`src/design/vpl_pkg.sv`:
```
package vpl_pkg;

	// fraction bits of the parametric coordinates and weights
	localparam int FRAC_BITS = 16;
	localparam int PC_W      = 24;
	// quotient bits produced by the divider, one above the saturation range
	localparam int QW        = PC_W + 1;
	localparam int DIV_STEP  = 5;
	localparam int DIV_ITERS = QW / DIV_STEP;
	localparam int PRE_SHIFT = QW - FRAC_BITS;
	localparam int W_W       = FRAC_BITS + 1;
	localparam int DIST_W    = 63;

	localparam logic signed [PC_W-1:0] PC_MAX = {1'b0, {(PC_W-1){1'b1}}};
	localparam logic signed [PC_W-1:0] PC_MIN = {1'b1, {(PC_W-1){1'b0}}};

	// register indexes on the configuration port
	typedef enum logic [2:0] {
		REG_ORIGIN_X = 3'd0,
		REG_ORIGIN_Y = 3'd1,
		REG_ORIGIN_Z = 3'd2,
		REG_SIZE_X   = 3'd3,
		REG_SIZE_Y   = 3'd4,
		REG_SIZE_Z   = 3'd5
	} vpl_reg_t;

	typedef struct packed {
		logic [2:0][31:0] origin;
		logic [2:0][30:0] size;
	} vpl_cfg_t;

	// one located point, handed from the front to the back
	typedef struct packed {
		logic                  in_box;
		logic [2:0][PC_W-1:0]  pc;
		logic [2:0][31:0]      cl;
		logic [2:0][31:0]      m;
		logic                  msat;
	} vpl_entry_t;

endpackage

```
`src/design/vpl_front.sv`:
```
module vpl_front (
	input  logic              clk,
	input  logic              arst_n,
	input  vpl_pkg::vpl_cfg_t cfg,
	input  logic              in_valid,
	output logic              in_ready,
	input  logic [2:0][31:0]  pt,
	output logic              q_push,
	output vpl_pkg::vpl_entry_t q_data,
	input  logic              q_full
);
	import vpl_pkg::*;

	typedef enum logic [1:0] {IDLE, PREP, ITER, DONE} state_t;

	state_t state_q;

	logic                    s1_valid_q;
	logic [2:0][31:0]        p_s1;
	logic [2:0][32:0]        d_s1;

	logic [2:0][31:0]        p_q;
	logic [2:0]              neg_q;
	logic [2:0][32:0]        mag_q;
	logic [2:0][30:0]        rem_q;
	logic [2:0][QW-1:0]      num_q;
	logic [2:0][QW-1:0]      quo_q;
	logic [2:0]              ovf_q;
	logic                    in_q;
	logic [2:0][31:0]        cl_q;
	logic [2:0][31:0]        m_q;
	logic                    msat_q;
	logic [2:0]              cnt_q;

	logic                    div_free;
	logic [2:0][30:0]        sz;
	logic [2:0][30:0]        rem_nx;
	logic [2:0][DIV_STEP-1:0] qb_nx;
	logic                    any_out;
	logic                    any_msat;

	assign div_free = (state_q == IDLE) || (state_q == DONE && !q_full);
	assign in_ready = !s1_valid_q || div_free;

	always_comb begin
		for (int a = 0; a < 3; a++) begin
			sz[a] = (cfg.size[a] == '0) ? 31'd1 : cfg.size[a];
		end
	end

	// any axis off the box, and any offset too large to square
	always_comb begin
		any_out  = 1'b0;
		any_msat = 1'b0;
		for (int a = 0; a < 3; a++) begin
			if (neg_q[a]) begin
				any_out = 1'b1;
				if (mag_q[a][32]) any_msat = 1'b1;
			end else if (mag_q[a] > {2'b0, sz[a]}) begin
				any_out = 1'b1;
			end
		end
	end

	// input stage: offset from the voxel origin
	always_ff @(posedge clk or negedge arst_n) begin
		if (!arst_n) begin
			s1_valid_q <= 1'b0;
		end else if (in_ready) begin
			s1_valid_q <= in_valid;
		end
	end

	always_ff @(posedge clk) begin
		if (in_valid && in_ready) begin
			for (int a = 0; a < 3; a++) begin
				p_s1[a] <= pt[a];
				d_s1[a] <= {pt[a][31], pt[a]} - {cfg.origin[a][31], cfg.origin[a]};
			end
		end
	end

	// restoring division, several quotient bits per cycle
	always_comb begin
		logic [31:0] t;
		logic [30:0] r;
		for (int a = 0; a < 3; a++) begin
			r = rem_q[a];
			qb_nx[a] = '0;
			for (int j = 0; j < DIV_STEP; j++) begin
				t = {r, num_q[a][QW-1-j]};
				if (t >= {1'b0, sz[a]}) begin
					t = t - {1'b0, sz[a]};
					qb_nx[a][DIV_STEP-1-j] = 1'b1;
				end
				r = t[30:0];
			end
			rem_nx[a] = r;
		end
	end

	always_ff @(posedge clk or negedge arst_n) begin
		if (!arst_n) begin
			state_q <= IDLE;
			cnt_q   <= '0;
		end else begin
			case (state_q)
				IDLE, DONE: begin
					if (div_free) begin
						state_q <= s1_valid_q ? PREP : IDLE;
						for (int a = 0; a < 3; a++) begin
							p_q[a]   <= p_s1[a];
							neg_q[a] <= d_s1[a][32];
							mag_q[a] <= d_s1[a][32] ? (33'd0 - d_s1[a]) : d_s1[a];
						end
					end
				end
				PREP: begin
					state_q <= ITER;
					cnt_q   <= '0;
					in_q    <= !any_out;
					msat_q  <= any_msat;
					for (int a = 0; a < 3; a++) begin
						ovf_q[a] <= {8'd0, mag_q[a]} >= {1'b0, sz[a], {PRE_SHIFT{1'b0}}};
						rem_q[a] <= 31'(mag_q[a] >> PRE_SHIFT);
						num_q[a] <= {mag_q[a][PRE_SHIFT-1:0], {FRAC_BITS{1'b0}}};
						if (neg_q[a]) begin
							cl_q[a] <= cfg.origin[a];
							m_q[a]  <= mag_q[a][31:0];
						end else if (mag_q[a] > {2'b0, sz[a]}) begin
							cl_q[a] <= cfg.origin[a] + {1'b0, sz[a]};
							m_q[a]  <= 32'(mag_q[a] - {2'b0, sz[a]});
						end else begin
							cl_q[a] <= p_q[a];
							m_q[a]  <= '0;
						end
					end
				end
				ITER: begin
					for (int a = 0; a < 3; a++) begin
						rem_q[a] <= rem_nx[a];
						num_q[a] <= num_q[a] << DIV_STEP;
						quo_q[a] <= {quo_q[a][QW-DIV_STEP-1:0], qb_nx[a]};
					end
					cnt_q <= cnt_q + 3'd1;
					if (cnt_q == 3'(DIV_ITERS - 1)) state_q <= DONE;
				end
				default: state_q <= IDLE;
			endcase
		end
	end

	// saturate the quotient to the signed parametric range
	always_comb begin
		q_data.in_box = in_q;
		q_data.msat   = msat_q;
		for (int a = 0; a < 3; a++) begin
			q_data.cl[a] = cl_q[a];
			q_data.m[a]  = m_q[a];
			if (neg_q[a]) begin
				if (ovf_q[a] || quo_q[a] > {1'b0, PC_MAX} + QW'(1)) q_data.pc[a] = PC_MIN;
				else q_data.pc[a] = PC_W'(QW'(0) - quo_q[a]);
			end else begin
				if (ovf_q[a] || quo_q[a] > {1'b0, PC_MAX}) q_data.pc[a] = PC_MAX;
				else q_data.pc[a] = quo_q[a][PC_W-1:0];
			end
		end
	end

	assign q_push = (state_q == DONE) && !q_full;

endmodule

```
`config.mk`:
```
export PLATFORM = sky130hd
export DESIGN_NAME = vpl_front
export DESIGN_NICKNAME = d
export VERILOG_FILES = /design/src/design/vpl_pkg.sv /design/src/design/vpl_front.sv
export SDC_FILE = /design/constraint.sdc
export NUM_CORES = 2
export LEC_CHECK = 0
export ABC_AREA = 1
export BUFFER_PORTS_ARGS = -buffer_cell sky130_fd_sc_hd__buf_4
export CAP_MARGIN = 0
export CELL_PAD_IN_SITES_DETAIL_PLACEMENT = 1
export CELL_PAD_IN_SITES_GLOBAL_PLACEMENT = 1
export CORE_MARGIN = 8
export CORE_UTILIZATION = 50
export CTS_CLUSTER_DIAMETER = 80
export CTS_CLUSTER_SIZE = 16
export DETAILED_ROUTE_END_ITERATION = 7
export PLACE_DENSITY_LB_ADDON = 0.1
export SLEW_MARGIN = 20
export SYNTH_ARGS = -nofsm -noshare
export SYNTH_HDL_FRONTEND = slang
export SYNTH_SLANG_ARGS = --single-unit
```
`constraint.sdc`:
```
create_clock -name clk -period 26.4 [get_ports clk]
set_input_delay 2.64 -clock clk [delete_from_list [all_inputs] [get_ports clk]]
set_output_delay 2.64 -clock clk [all_outputs]
set_load 0.1 [all_outputs]
```
==> impl_metrics.tcl <==
set metrics [dict create \
    outcome "complete, no violations" \
    grt_pass1_vias 91617 \
    slowest_stage "inv_1" \
    dpl.hpwl_um 314000 \
    ant_nets 0 \
    worstHoldStart "p_s1[62]" \
    crit_type "in -> reg" \
    cts_tree "done" \
    io_pins 557 \
    synth_nets 12433 \
    setup_viol 0 \
    cp-end-kind "flop" \
    fin_skew_ns 0.0741 \
    synth_top_area_share_pct 28.9 \
    cts_root_buffer "clkbuf_16" \
    rsz0062_at_grt "false" \
    worst_slew_pin_slew_ns 1.16 \
    worstPathMaxFanout 56 \
    r2r_start "num_q[49]" \
    cp-start-kind "primary input" \
    insertion_delay_ns 0.76 \
    antenna_found_initial 45 \
    syn_inst 11286 \
    cts_setup_buffers 0 \
    finalNetCount 12871 \
    worstRegToRegCells 74 \
    hold_path_class "reg -> reg" \
    std_cell_rows 148 \
    postRouteWirelength_um 395000 \
    regToRegEndpoint "rem_q[61]" \
    crit_top_cell "nand2_1" \
    yosysWarnings 0 \
    drc_errors 0 \
    fin_crit_ns 19.68 \
    yosys.area.top_type "edfxtp_1" \
    critPathArrivalTime_ns 20.26 \
    start_util_pct 50.2 \
    relSlewSlack_pct 22.8 \
    gr-total-overflow 0 \
    cts_max_level 2 \
    period_share_pct 74.5 \
    ys_types 68 \
    fp.dieW_um 420 \
    num_vias 87392 \
    post_cts_resized 0 \
    cp-startpoint "cfg[55]" \
    hold_viol 0 \
    synth_flop_cell "edfxtp_1" \
    synthToLayoutAreaGrowth_pct 10.2 \
    clock_sinks 791 \
    drive_gt1_share_pct 7.61 \
    syn_avg_cell_area_um2 7.22 \
    routed_via_density 6.26 \
    whs_path_depth 0 \
    die_area_mm2 0.176 \
    first_pass_iters 8 \
    setup_ws_ns 6.72 \
    place_ws_ns 6.20 \
    numPortBuffers 556 \
    min_to "p_q[62]" \
    max_freq_mhz 50.8 \
    synth-seq-cells 791 \
    grtUsageTotal_pct 42.8 \
    netlist_area_mm2 0.0815 \
    r2r_setup_slack_ns 10.30 \
    seq_area_frac_synth_pct 29.1 \
    gp_congestion 1.06 \
    postCtsHoldBufs 0 \
    grt_max_degree 129 \
    synth_area_leaders "edfxtp_1 29%, nand2_1 14%, ha_1 13%" \
    final.setup.tns_ns 0 \
    cts_inserted_buffers 59 \
    slew_violations 0 \
    max_cap_violations 0 \
    wl_per_cell_um 28.3 \
    required_ns 26.99 \
    cts_buffer_depth 3 \
    max_stage_delay_ns 0.88 \
    core_region_area_mm2 0.162 \
    clkTransAtPathRegs_ns 0.08 \
    async_reset_ff_share_pct 0.759 \
    die_h_um 420 \
    grt_pass1_wl_um 576000 \
    dr.first_iter.drc_count 8697 \
    synth_edf_count 785 \
]
layer usage:
layer  part of all wire (%)  track usage [%]  wire, µm  up-vias
met5                  0.057            0.492       225        -
met4                     11             37.2     43400       20
met3                    8.1             8.42     31800     1697
met2                     45             69.7    179000     4518
met1                     36             47.9    140000    42261
li1                       -                -         -    38896
cell type report:
class	count	area, µm²
clock buffers	75	1540
diodes	36	90.1
inverters	1491	5620
well taps	2175	2720
multi-input cells	8717	50900
flip-flops and latches	791	23700
fillers	21193	72600
clock inverters	17	228
repair buffers	664	5020
cell families after synthesis:
| kind of cell | Yosys count | synth area share (%) |
|---|---|---|
| simple gates | 4902 | 25.3 |
| compound gates | 2176 | 15.3 |
| flops | 791 | 29.1 |
| buf+inv | 1778 | 8.50 |
| fa+ha+maj | 858 | 13.4 |
| xor+xnor | 781 | 8.39 |
registers in the layout, indices dropped and copies added, names as in the netlist:
name        cells
cnt_q           3
q_data        192
rem_q          93
s1_valid_q      1
state_q         2
quo_q          75
neg_q           3
p_q            96
ovf_q           3
mag_q          99
in_q            1
d_s1           99
num_q          27
msat_q          1
p_s1           96
worst max-delay path, delay by kind of cell:
family                     cells  cell delay [ns]
buffers and inverters         12             3.54
AOI/OAI and AO/OA             13             3.72
and+or+nand+nor               47             7.93
adders and majority gates      6             2.21
layout by cell type (no fill, tap or decap), types with 14 or more instances in the layout:
| cell | count |
|---|---|
| o31ai_1 | 15 |
| or2_2 | 45 |
| buf_4 | 662 |
| xnor2_1 | 370 |
| a21oi_1 | 863 |
| o21bai_1 | 85 |
| a211oi_1 | 19 |
| nor4_1 | 77 |
| o21a_1 | 34 |
| xor2_1 | 411 |
| nand3b_1 | 32 |
| o22ai_1 | 28 |
| fa_1 | 24 |
| o211ai_1 | 41 |
| o221ai_1 | 110 |
| ha_1 | 833 |
| nand3_2 | 19 |
| nand2_1 | 2937 |
| nor2_1 | 794 |
| a21boi_0 | 46 |
| inv_1 | 1468 |
| clkbuf_1 | 16 |
| nand3_1 | 572 |
| clkbuf_16 | 59 |
| a21o_1 | 78 |
| nand2_2 | 22 |
| a31oi_1 | 68 |
| edfxtp_1 | 785 |
| nor3_1 | 171 |
| and2_1 | 14 |
| diode_2 | 36 |
| o21ai_0 | 708 |
| o21ai_1 | 25 |
| nand4_1 | 166 |
| inv_2 | 15 |
per-stage QoR:
step | cell area [µm²] | util, % | hold slack, ns | cells
final | 89800 | 55.3 | 0.379 | 13966
after detailed placement | 87900 | 54.2 | 0.406 | 13836
after global routing | 89800 | 55.3 | 0.404 | 13956
after floorplan | 81500 | - | 0.400 | 11286
after CTS | 89700 | 55.2 | 0.381 | 13928
after global placement | 87900 | 54.1 | 0.400 | 13836
cell usage after synthesis, types with 16 or more instances:
cell type	instances
or2_2	45
a21o_1	78
xor2_1	411
a31oi_1	68
nand2_1	2938
o21ai_1	25
nand3_1	572
buf_4	19
buf_2	47
edfxtp_1	785
nand4_1	166
o21bai_1	85
o21ai_0	708
nand3b_1	32
clkbuf_1	194
o221ai_1	110
nor3_1	171
ha_1	834
nor2_1	797
nand3_2	19
o211ai_1	41
o21a_1	34
buf_6	17
xnor2_1	370
o31ai_1	16
inv_1	1474
a21oi_1	865
fa_1	24
a211oi_1	19
nand2_2	21
a21boi_0	46
o22ai_1	28
nor4_1	77
worst max-delay path by stage:
stage / endpoint / cells past startpoint
3_3_place_gp: rem_q[59] / 76
6_report: rem_q[61] / 78
5_1_grt: rem_q[61] / 78
2_1_floorplan: rem_q[45] / 81
4_1_cts: rem_q[61] / 77
3_5_place_dp: rem_q[61] / 77
Power is left out: the tool's default activity adds up to more than one toggle a clock period on the data nets, which glitch-free logic cannot reach.
