[config.mk]
export PLATFORM = sky130hd
export DESIGN_NAME = vpl_fifo
export DESIGN_NICKNAME = d
export VERILOG_FILES = /design/src/design/vpl_pkg.sv /design/src/design/vpl_fifo.sv
export SDC_FILE = /design/constraint.sdc
export NUM_CORES = 1
export LEC_CHECK = 0
export ABC_AREA = 1
export ABC_CLOCK_PERIOD_IN_PS = 12250
export BUFFER_PORTS_ARGS = -buffer_cell sky130_fd_sc_hd__buf_2
export CELL_PAD_IN_SITES_DETAIL_PLACEMENT = 1
export CELL_PAD_IN_SITES_GLOBAL_PLACEMENT = 2
export CORE_AREA = 2 2 181 316
export CTS_BUF_LIST = sky130_fd_sc_hd__clkbuf_4 sky130_fd_sc_hd__clkbuf_8
export DETAILED_ROUTE_END_ITERATION = 16
export DIE_AREA = 0 0 183 318
export GPL_TIMING_DRIVEN = 0
export PLACE_DENSITY_LB_ADDON = 0.1
export SLEW_MARGIN = 20
export SYNTH_ARGS = -nofsm -noshare
export SYNTH_HDL_FRONTEND = slang
export SYNTH_SLANG_ARGS = --single-unit
[constraint.sdc]
create_clock -name clk -period 12.25 [get_ports clk]
set_input_delay 1.8375 -clock clk [delete_from_list [all_inputs] [get_ports clk]]
set_output_delay 1.8375 -clock clk [all_outputs]
set_load 0.01 [all_outputs]
[src/design/vpl_pkg.sv]
package vpl_pkg;

	// fraction bits of the parametric coordinates and weights
	localparam int FRAC_BITS = 16;
	localparam int PC_W      = 24;
	// quotient bits produced by the divider, one above the saturation range
	localparam int QW        = PC_W + 1;
	localparam int DIV_STEP  = 5;
	localparam int DIV_ITERS = QW / DIV_STEP;
	localparam int PRE_SHIFT = QW - FRAC_BITS;
	localparam int W_W       = FRAC_BITS + 1;
	localparam int DIST_W    = 63;

	localparam logic signed [PC_W-1:0] PC_MAX = {1'b0, {(PC_W-1){1'b1}}};
	localparam logic signed [PC_W-1:0] PC_MIN = {1'b1, {(PC_W-1){1'b0}}};

	// register indexes on the configuration port
	typedef enum logic [2:0] {
		REG_ORIGIN_X = 3'd0,
		REG_ORIGIN_Y = 3'd1,
		REG_ORIGIN_Z = 3'd2,
		REG_SIZE_X   = 3'd3,
		REG_SIZE_Y   = 3'd4,
		REG_SIZE_Z   = 3'd5
	} vpl_reg_t;

	typedef struct packed {
		logic [2:0][31:0] origin;
		logic [2:0][30:0] size;
	} vpl_cfg_t;

	// one located point, handed from the front to the back
	typedef struct packed {
		logic                  in_box;
		logic [2:0][PC_W-1:0]  pc;
		logic [2:0][31:0]      cl;
		logic [2:0][31:0]      m;
		logic                  msat;
	} vpl_entry_t;

endpackage

[src/design/vpl_fifo.sv]
module vpl_fifo #(
	parameter int DEPTH = 2
) (
	input  logic                clk,
	input  logic                arst_n,
	input  logic                push,
	input  vpl_pkg::vpl_entry_t wdata,
	output logic                full,
	input  logic                pop,
	output logic                valid,
	output vpl_pkg::vpl_entry_t rdata
);
	import vpl_pkg::*;

	localparam int AW = (DEPTH > 1) ? $clog2(DEPTH) : 1;

	vpl_entry_t           mem_q [DEPTH];
	logic [AW-1:0]        wr_q, rd_q;
	logic [$clog2(DEPTH+1)-1:0] cnt_q;

	assign full  = cnt_q == ($clog2(DEPTH+1))'(DEPTH);
	assign valid = cnt_q != '0;
	assign rdata = mem_q[rd_q];

	always_ff @(posedge clk) begin
		if (push) mem_q[wr_q] <= wdata;
	end

	always_ff @(posedge clk or negedge arst_n) begin
		if (!arst_n) begin
			wr_q  <= '0;
			rd_q  <= '0;
			cnt_q <= '0;
		end else begin
			if (push) wr_q <= (wr_q == AW'(DEPTH - 1)) ? '0 : wr_q + AW'(1);
			if (pop)  rd_q <= (rd_q == AW'(DEPTH - 1)) ? '0 : rd_q + AW'(1);
			if (push && !pop) cnt_q <= cnt_q + 1'b1;
			else if (pop && !push) cnt_q <= cnt_q - 1'b1;
		end
	end

endmodule

==> flow_summary.json, run 1 <==
{
  "period_share": 0.314,
  "drt_iter0_markers": 439,
  "grt_usage": 0.171,
  "path_max_fanout": 10,
  "start_util": 0.365,
  "cpLargestDelayFamily": "buffers and inverters",
  "cts_resized": 0,
  "wl_per_cell_um": 22.2,
  "cts_setup_buffers": 0,
  "fin_util": 0.463,
  "vias": 10400,
  "synth-seq-area-share": 0.790,
  "whs_ns": 0.479,
  "clk_pin_slew_ns": 0.07,
  "routed_wl_mm": 50.2,
  "skew_ns": 0.0156,
  "synth_area_leaders": "edfxtp_1 78%, mux2_4 17%, mux2_2 2.0%, buf_6 1.5%, dfrtp_1 0.49%",
  "finalNonFillerCells": 2259,
  "hold_class": "register to register",
  "synth_cell_types": 14,
  "relSlewSlack": 0.537,
  "cts_tree": "built",
  "path_cells": "buf_6 -> buf_6 -> buf_6 -> mux2_4 -> buf_2",
  "vdd.ir_drop.worst_v": 0.000116,
  "worst_pin_slew_ns": 0.694,
  "critical_path_arrival_ns": 2.01,
  "drv_slew": 0,
  "clk_latency_ns": 0.63,
  "startpoint": "rd_q",
  "row_count": 115,
  "crit_required_ns": 10.41,
  "fin_nets": 1760,
  "pin_count": 538,
  "grt_pass1_wl_mm": 73.2,
  "antenna_found_initial": 28,
  "worst_path_max_delay_cell": "dfrtp_1",
  "path_class": "register to output port",
  "max_cap_viol_count": 0,
  "synth_most_common_cell": "edfxtp_1",
  "firstDrtPassIters": 4,
  "p_leak_nw": 10.4,
  "dp_cells": 2109,
  "ys_ff_latch": 536,
  "grt-ovfl-total": 0,
  "cts_max_path_buffers": 3,
  "syn_to_final_growth_pct": 27.0,
  "gp_congestion": 0.724,
  "synth_edf_count": 532,
  "htreeDepth": 3,
  "worst-path-buf-inv": 4,
  "fmax_mhz": 260,
  "syn_area_sq_um": 20400,
  "status": "finished, final reports clean",
  "grt_max_degree": 85,
  "cts_hold_buf": 0,
  "hold_viol": 0,
  "synth.avg_cell_area_sq_um": 23.9,
  "core-area_sq_um": 55800,
  "postSynthCellCount": 853,
  "cts_root_buffer": "clkbuf_8",
  "use_met3": 0.0836,
  "fp.dieW_um": 183,
  "cts-buffers-inserted": 80,
  "end_kind": "output port",
  "worst_setup_path_start_kind": "register",
  "yosys-top-cells-count": "532 x edfxtp_1, 230 x mux2_4, 36 x mux2_2",
  "layout-drive-gt1-share": 0.628,
  "drc": 0,
  "grtUsageMet1": 0.162,
  "synth_ff_type": "edfxtp_1",
  "grtUsageMet2": 0.309,
  "ys_warn_count": 0,
  "reg2reg_from": "wr_q",
  "hpwl_mm": 36.6,
  "period_needed_ns": 3.84,
  "rsz0062_at_grt": "false",
  "crit_top_cell": "buf_6",
  "min-delay-start": "cnt_q[1]",
  "die_h_um": 318,
  "synth_top_area_frac": 0.785,
  "yosysTopAreaCell": "edfxtp_1",
  "top_usage_layer": "met2",
  "final_antenna_net_count": 0,
  "die-area_sq_um": 58200,
  "syn_nets": 1124,
  "first_global_vias": 11725,
  "io_buffer_count": 537,
  "powerDensity_nw_per_um2": 230,
  "async_reset_ff_frac": 0.00746,
  "drt-vias-per-instance": 4.60,
  "cts_sinks": 536,
  "slowest_delay_ns": 0.34,
  "finalSetupViolations": 0
}
[path summary, 6_finish.rpt]
kind	to	slack, ns	cells past startpoint
max	rdata[163]	8.41	5
min	cnt_q[1]	0.48	2
max reg2reg	mem_q[0][231]	10.20	5
min reg2reg	cnt_q[1]	0.48	2
max in group asynchronous	cnt_q[0]	11.10	1
min in group asynchronous	wr_q	1.02	1
[stage by stage]
| stage | TNS (ns) | power [mW] | area (sq um) | setup slack [ns] |
|---|---|---|---|---|
| final | 0 | 5.96 | 25900 | 8.41 |
| after detailed placement | 0 | 4.70 | 24400 | 8.57 |
| after CTS | 0 | 6.09 | 25800 | 8.28 |
| after floorplan | 0 | 3.94 | 20400 | 3.01 |
| after global placement | -464.75 | 4.75 | 23900 | -1.76 |
| after global routing | 0 | 6.27 | 25900 | 8.28 |
[report_power, final]
part | switching [mW] | leakage (nW) | internal [mW] | total [mW]
Sequential | 0.0793 | 5.04 | 2.43 | 2.51
Combinational | 1.06 | 4.58 | 1.03 | 2.10
Clock | 0.659 | 0.775 | 0.694 | 1.35
[worst min-delay path, stage by stage (launching register included)]
cell     delay [ns]
dfrtp_1        0.34
nand2_1        0.06
nand2_1        0.05
[cells in the final DEF, fill, tap and decap left out, types with 2 or more instances in the layout]
cell type / synthesis / layout
buf_2: 3 / 540
edfxtp_1: 532 / 532
mux2_4: 230 / 230
clkbuf_8: 0 / 82
mux2_2: 36 / 36
buf_6: 27 / 27
clkbuf_4: 0 / 24
clkinv_1: 0 / 20
buf_16: 0 / 12
diode_2: 0 / 11
clkinv_2: 0 / 10
inv_1: 7 / 6
nand2_1: 6 / 6
buf_12: 0 / 5
dfrtp_1: 4 / 4
xor2_1: 2 / 2
clkinvlp_4: 0 / 2
[flip-flops by register name (all words and copies together) (netlist names)]
| register | flops |
|---|---|
| wr_q | 1 |
| cnt_q | 2 |
| mem_q | 532 |
| rd_q | 1 |
[cell families after synthesis]
family,Yosys count,synth area share
simple gates,10,0.00203
buf+inv,37,0.0170
xor+xnor,3,0.00129
mux,266,0.190
fa+ha+maj,1,0.000614
flops,536,0.790
[layout make-up]
cell class	count	area, sq um
Fill cell	5387	30000
Sequential cell	536	16100
Multi-Input combinational cell	280	3950
Timing Repair Buffer	554	3120
Clock buffer	106	1310
Tap cell	702	878
Buffer	30	319
Clock inverter	33	149
Inverter	7	33.8
Antenna cell	11	27.5
[per-layer routing]
layer | vias to the layer above | share of wire
li1 | 4687 | -
met1 | 5100 | 0.33
met2 | 461 | 0.53
met3 | 122 | 0.11
met4 | 30 | 0.030
met5 | - | 0.0037
No activity file was read; power rests on OpenSTA's default activity.
==> run 2: changes to the inputs <==
Settings changed: ABC_AREA 1 to 0, ABC_CLOCK_PERIOD_IN_PS 12250 to 4000, CORE_AREA 2 2 181 316 to 2 2 172 300, DIE_AREA 0 0 183 318 to 0 0 174 302.
Clock period 12.25 ns to 4 ns, I/O delays scaled along.
==> flow_summary.json, run 2 <==
{
  "status": "finished, final reports clean",
  "pin_count": 538,
  "die_h_um": 302,
  "synth.avg_cell_area_sq_um": 24.1,
  "start_util": 0.405,
  "path_max_fanout": 10,
  "clk_latency_ns": 0.62,
  "vias": 10260,
  "rr_endpoint": "mem_q[0][235]",
  "async_reset_ff_frac": 0.00746,
  "drt-vias-per-instance": 4.65,
  "hpwl_mm": 35.9,
  "cts_sinks": 536,
  "dp_cells": 2066,
  "whs_ns": 0.163,
  "syn_to_final_growth_pct": 26.5,
  "crit_required_ns": 3.40,
  "firstDrtPassIters": 4,
  "cts-buffers-inserted": 77,
  "largest-register": "mem_q",
  "postSynthCellCount": 844,
  "grt_max_degree": 50,
  "grt-ovfl-total": 0,
  "synth_area_leaders": "edfxtp_1 79%, mux2_4 17%, mux2_2 2.0%, buf_6 1.5%, dfrtp_1 0.49%",
  "holdPathEnd": "mem_q[1][107]",
  "max_cap_viol_count": 0,
  "reg_top3": "mem_q (532), cnt_q (2)",
  "die-area_sq_um": 52500,
  "reg2reg_depth": 5,
  "ys_warn_count": 0,
  "synth_top_area_frac": 0.785,
  "routed_wl_mm": 48.4,
  "end_kind": "output port",
  "relSlewSlack": 0.489,
  "skew_ns": 0.0163,
  "ys_ff_latch": 536,
  "worstHoldPathCells": 1,
  "htreeDepth": 3,
  "r2r_slack_ns": 1.72,
  "gp_congestion": 0.732,
  "drv_slew": 0,
  "yosys-top-cells-count": "532 x edfxtp_1, 230 x mux2_4, 36 x mux2_2",
  "wl_per_cell_um": 21.9,
  "path_class": "register to output port",
  "drt_iter0_markers": 368,
  "vdd.ir_drop.worst_v": 0.000351,
  "yosysTopAreaCell": "edfxtp_1",
  "period_share": 0.657,
  "first_global_vias": 11421,
  "final_cell_mix": "540 x buf_2, 532 x edfxtp_1, 230 x mux2_4",
  "drc": 0,
  "rsz0062_at_grt": "false",
  "critical_path_arrival_ns": 2.03,
  "synth_most_common_cell": "edfxtp_1",
  "powerDensity_nw_per_um2": 704,
  "finalNonFillerCells": 2207,
  "layout-drive-gt1-share": 0.635,
  "synth_cell_types": 14,
  "place_area_sq_um": 24300,
  "worst_pin_slew_ns": 0.765,
  "hold_class": "input pin to register",
  "period_needed_ns": 2.63,
  "worst_setup_path_start_kind": "register",
  "synth_ff_type": "edfxtp_1",
  "largest_register_ffs": 532,
  "power_mw": 18.1,
  "clk_pin_slew_ns": 0.06,
  "min-delay-start": "wdata[107]",
  "p_leak_nw": 10.4,
  "final_antenna_net_count": 0,
  "syn_area_sq_um": 20300,
  "grt_pass1_wl_mm": 70.9,
  "antenna_found_initial": 18,
  "cts_resized": 0,
  "cts_max_path_buffers": 3,
  "synth-seq-area-share": 0.790,
  "core-area_sq_um": 50200,
  "hold_viol": 0,
  "fin_nets": 1751,
  "fp.dieW_um": 174,
  "stdcell_area_sq_um": 25700,
  "row_count": 109,
  "fmax_mhz": 380,
  "cts_tree": "built",
  "fin_util": 0.513,
  "final_common_cell": "buf_2",
  "syn_nets": 1115,
  "synth_edf_count": 532,
  "io_buffer_count": 537,
  "reg2reg_from": "wr_q",
  "fill_cells": 4824,
  "grt_usage": 0.184,
  "cts_root_buffer": "clkbuf_8",
  "finalSetupViolations": 0
}
-- run 2: worst max-delay path, stage by stage, from the launching register on --
cell and delay [ns]:
dfrtp_1 0.34, buf_6 0.14, buf_6 0.23, buf_6 0.22, mux2_4 0.31, buf_2 0.17
-- run 2: final cells by class --
class | instances | area, sq um | share of cell area
repair buffers | 557 | 3120 | 0.121
flip-flops and latches | 536 | 16100 | 0.625
well taps | 666 | 833 | 0.0324
diodes | 8 | 20.0 | 0.000778
clock inverters | 24 | 121 | 0.00471
inverters | 1 | 3.75 | 0.000146
clock buffers | 108 | 1300 | 0.0505
plain buffers | 30 | 319 | 0.0124
multi-input cells | 277 | 3950 | 0.154
-- run 2: per-stage QoR --
stage / TNS [ns] / setup WS, ns
CTS: 0 / 1.26
floorplan: -354.05 / -1.01
global route: 0 / 1.26
detailed placement: 0 / 1.31
global placement: -1609.22 / -3.65
finish: 0 / 1.37
-- run 2: cell families after synthesis --
family                     count (synthesis)  synth area share
xor gates and xnor gates                   5           0.00215
adders and majority gates                  1          0.000615
muxes                                    266             0.190
DFF                                      536             0.790
buffers and inverters                     31            0.0159
and+or+nand+nor                            5           0.00141
-- run 2: per-layer routing --
layer | routed length, um | part of all wire | track usage
met5 | 93 | 0.0019 | 0
met4 | 2020 | 0.042 | 0.0858
met3 | 4790 | 0.099 | 0.0786
met2 | 25800 | 0.53 | 0.335
met1 | 15600 | 0.32 | 0.179
-- run 2: worst max-delay path by stage --
stage	start	end	slack, ns
after floorplan	push	mem_q[0][0]	-1.01
after global placement	push	mem_q[0][232]	-3.65
after detailed placement	push	mem_q[0][232]	1.31
after CTS	rd_q	rdata[166]	1.26
after global routing	rd_q	rdata[23]	1.26
final	rd_q	rdata[23]	1.37
-- run 2: repair_timing --
action / CTS / global route
hold buffers: 1 / 0
buffers inserted: 0 / 0
endpoints found under the hold margin: 4 / 0
-- run 2: where the power goes --
part	internal (mW)	switching, mW
clock network	2.10	1.97
logic	3.17	3.22
registers	7.43	0.247
==> run 3: changes to the inputs <==
Settings changed: ABC_AREA 0 to 1, ABC_CLOCK_PERIOD_IN_PS 4000 to 2400, CORE_AREA 2 2 172 300 to 2 2 181 316, DIE_AREA 0 0 174 302 to 0 0 183 318.
Clock period 4 ns to 2.4 ns, I/O delays scaled along.
==> flow_summary.json, run 3 (same netlist as run 1, synthesis figures left out) <==
{
  "swShare": 0.299,
  "hold_class": "input pin to async pin",
  "pwr-share-comb": 0.369,
  "cts_setup_buffers": 0,
  "pre_cts_slack_ns": 0.0472,
  "core-area_sq_um": 55800,
  "antenna_found_initial": 8,
  "reg_top3": "mem_q (532), cnt_q (2)",
  "whs_ns": 0.157,
  "start_util": 0.365,
  "p_leak_nw": 11.6,
  "vias": 11361,
  "grt_usage": 0.177,
  "period_share": 0.963,
  "status": "finished, final reports clean",
  "powerDensity_nw_per_um2": 1090,
  "firstDrtPassIters": 4,
  "vdd.ir_drop.worst_v": 0.000566,
  "syn_to_final_growth_pct": 41.6,
  "worst_pin_slew_ns": 0.610,
  "largest_register_ffs": 532,
  "p_sw_mw": 9.39,
  "row_count": 115,
  "path_max_fanout": 10,
  "routed_wl_mm": 51.7,
  "die-area_sq_um": 58200,
  "rsz0062_at_grt": "true",
  "critical_path_arrival_ns": 1.95,
  "largest-register": "mem_q",
  "wl_per_cell_um": 20.4,
  "cts_root_buffer": "clkbuf_8",
  "grtUsageMet1": 0.177,
  "drt_iter0_markers": 328,
  "path_class": "register to output port",
  "grt-ovfl-total": 0,
  "p_int_mw": 22.0,
  "period_needed_ns": 2.31,
  "clk_pin_slew_ns": 0.07,
  "final_common_cell": "buf_2",
  "drv_slew": 0,
  "drt-vias-per-instance": 4.49,
  "first_global_vias": 12782,
  "grt_pass1_wl_mm": 76.9,
  "cts_max_path_buffers": 3,
  "relSlewSlack": 0.593,
  "pin_count": 538,
  "fp.dieW_um": 183,
  "fin_nets": 2036,
  "hold_viol": 0,
  "cts_sinks": 536,
  "setup_slack_ns": 0.0888,
  "cts_tree": "built",
  "layout-drive-gt1-share": 0.539,
  "cts-buffers-inserted": 80,
  "top_usage_layer": "met2",
  "dp_cells": 2116,
  "grt_max_degree": 32,
  "clk_latency_ns": 0.62,
  "clkPwrFrac": 0.224,
  "use_met3": 0.0681,
  "finalNonFillerCells": 2529,
  "finalSetupViolations": 0,
  "max_cap_viol_count": 0,
  "htreeDepth": 3,
  "grtUsageMet2": 0.322,
  "hpwl_mm": 37.0,
  "fin_tns_setup_ns": 0,
  "final_cell_mix": "537 x buf_2, 532 x edfxtp_1, 269 x dlygate4sd3_1",
  "crit_required_ns": 2.04,
  "worst_setup_path_start_kind": "register",
  "gp_congestion": 0.720,
  "die_h_um": 318,
  "power_mw": 31.4,
  "drc": 0,
  "skew_ns": 0.0171,
  "fmax_mhz": 433,
  "io_buffer_count": 537,
  "final_antenna_net_count": 0,
  "end_kind": "output port",
  "power_frac_seq": 0.408
}
==> run 3: cell count changes in the layout (fill, tap and decap cells not counted), moves of 3 or more <==
cell           before  now
buf_12             14   26
clkinv_1           13   18
inv_1               1    6
buf_8               0   11
buf_16              5    9
diode_2             8    4
nand2_1             0    5
buf_6              27    8
clkinvlp_4          1    4
buf_2             540  537
dlygate4sd3_1       1  269
clkbuf_8           78   82
==> run 3: through the flow <==
stage / utilization / instance area, sq um
6_report: 0.516 / 28800
5_1_grt: 0.516 / 28800
4_1_cts: 0.516 / 28800
3_5_place_dp: 0.439 / 24500
3_3_place_gp: 0.429 / 23900
2_1_floorplan: - / 20400
==> run 3: routing by layer <==
layer  vias to the layer above  part of all wire  wire [um]
met5                         -            0.0011         55
met4                         8             0.039       1990
li1                       5234                 -          -
met1                      5563              0.34      17600
met2                       453              0.53      27300
met3                       103             0.090       4660
==> run 3: critical path, cell delays in order (launching register included) <==
cell and delay, ns:
dfrtp_1 0.34, buf_6 0.14, buf_12 0.18, buf_6 0.20
mux2_4 0.31, buf_2 0.16
==> run 3: path summary, 6_finish.rpt <==
path	from	end	slack, ns	depth (start not counted)
hold reg to reg	cnt_q[1]	cnt_q[1]	0.48	2
min in group clk	wdata[126]	mem_q[1][126]	0.46	2
hold / removal	arst_n	wr_q	0.16	2
setup reg to reg	wr_q	mem_q[1][98]	0.14	6
setup / recovery	rd_q	rdata[145]	0.09	5
max in group asynchronous	arst_n	cnt_q[0]	2.11	2
==> run 3: power groups by stage <==
stage / clock, mW / sequential, mW / combinational, mW
after floorplan: 0 / 13.2 / 6.71
after global placement: 0 / 12.8 / 9.71
after detailed placement: 0 / 13.0 / 11.1
after CTS: 7.33 / 12.8 / 11.8
after global routing: 7.66 / 12.9 / 12.3
final: 7.02 / 12.8 / 11.6
==> run 3: layout make-up <==
type | instances | area (sq um)
multi-input cells | 280 | 3950
plain buffers | 30 | 457
diodes | 4 | 10.0
flip-flops and latches | 536 | 16100
well taps | 702 | 878
clock inverters | 27 | 124
clock buffers | 113 | 1360
fillers | 5357 | 27000
repair buffers | 830 | 5950
inverters | 7 | 30.0
==> run 3: repair_timing <==
item                                    CTS  global route
hold buffers                            269             0
gates resized for setup                  29             8
hold endpoints to repair                538             0
endpoints found under the setup margin  210            27
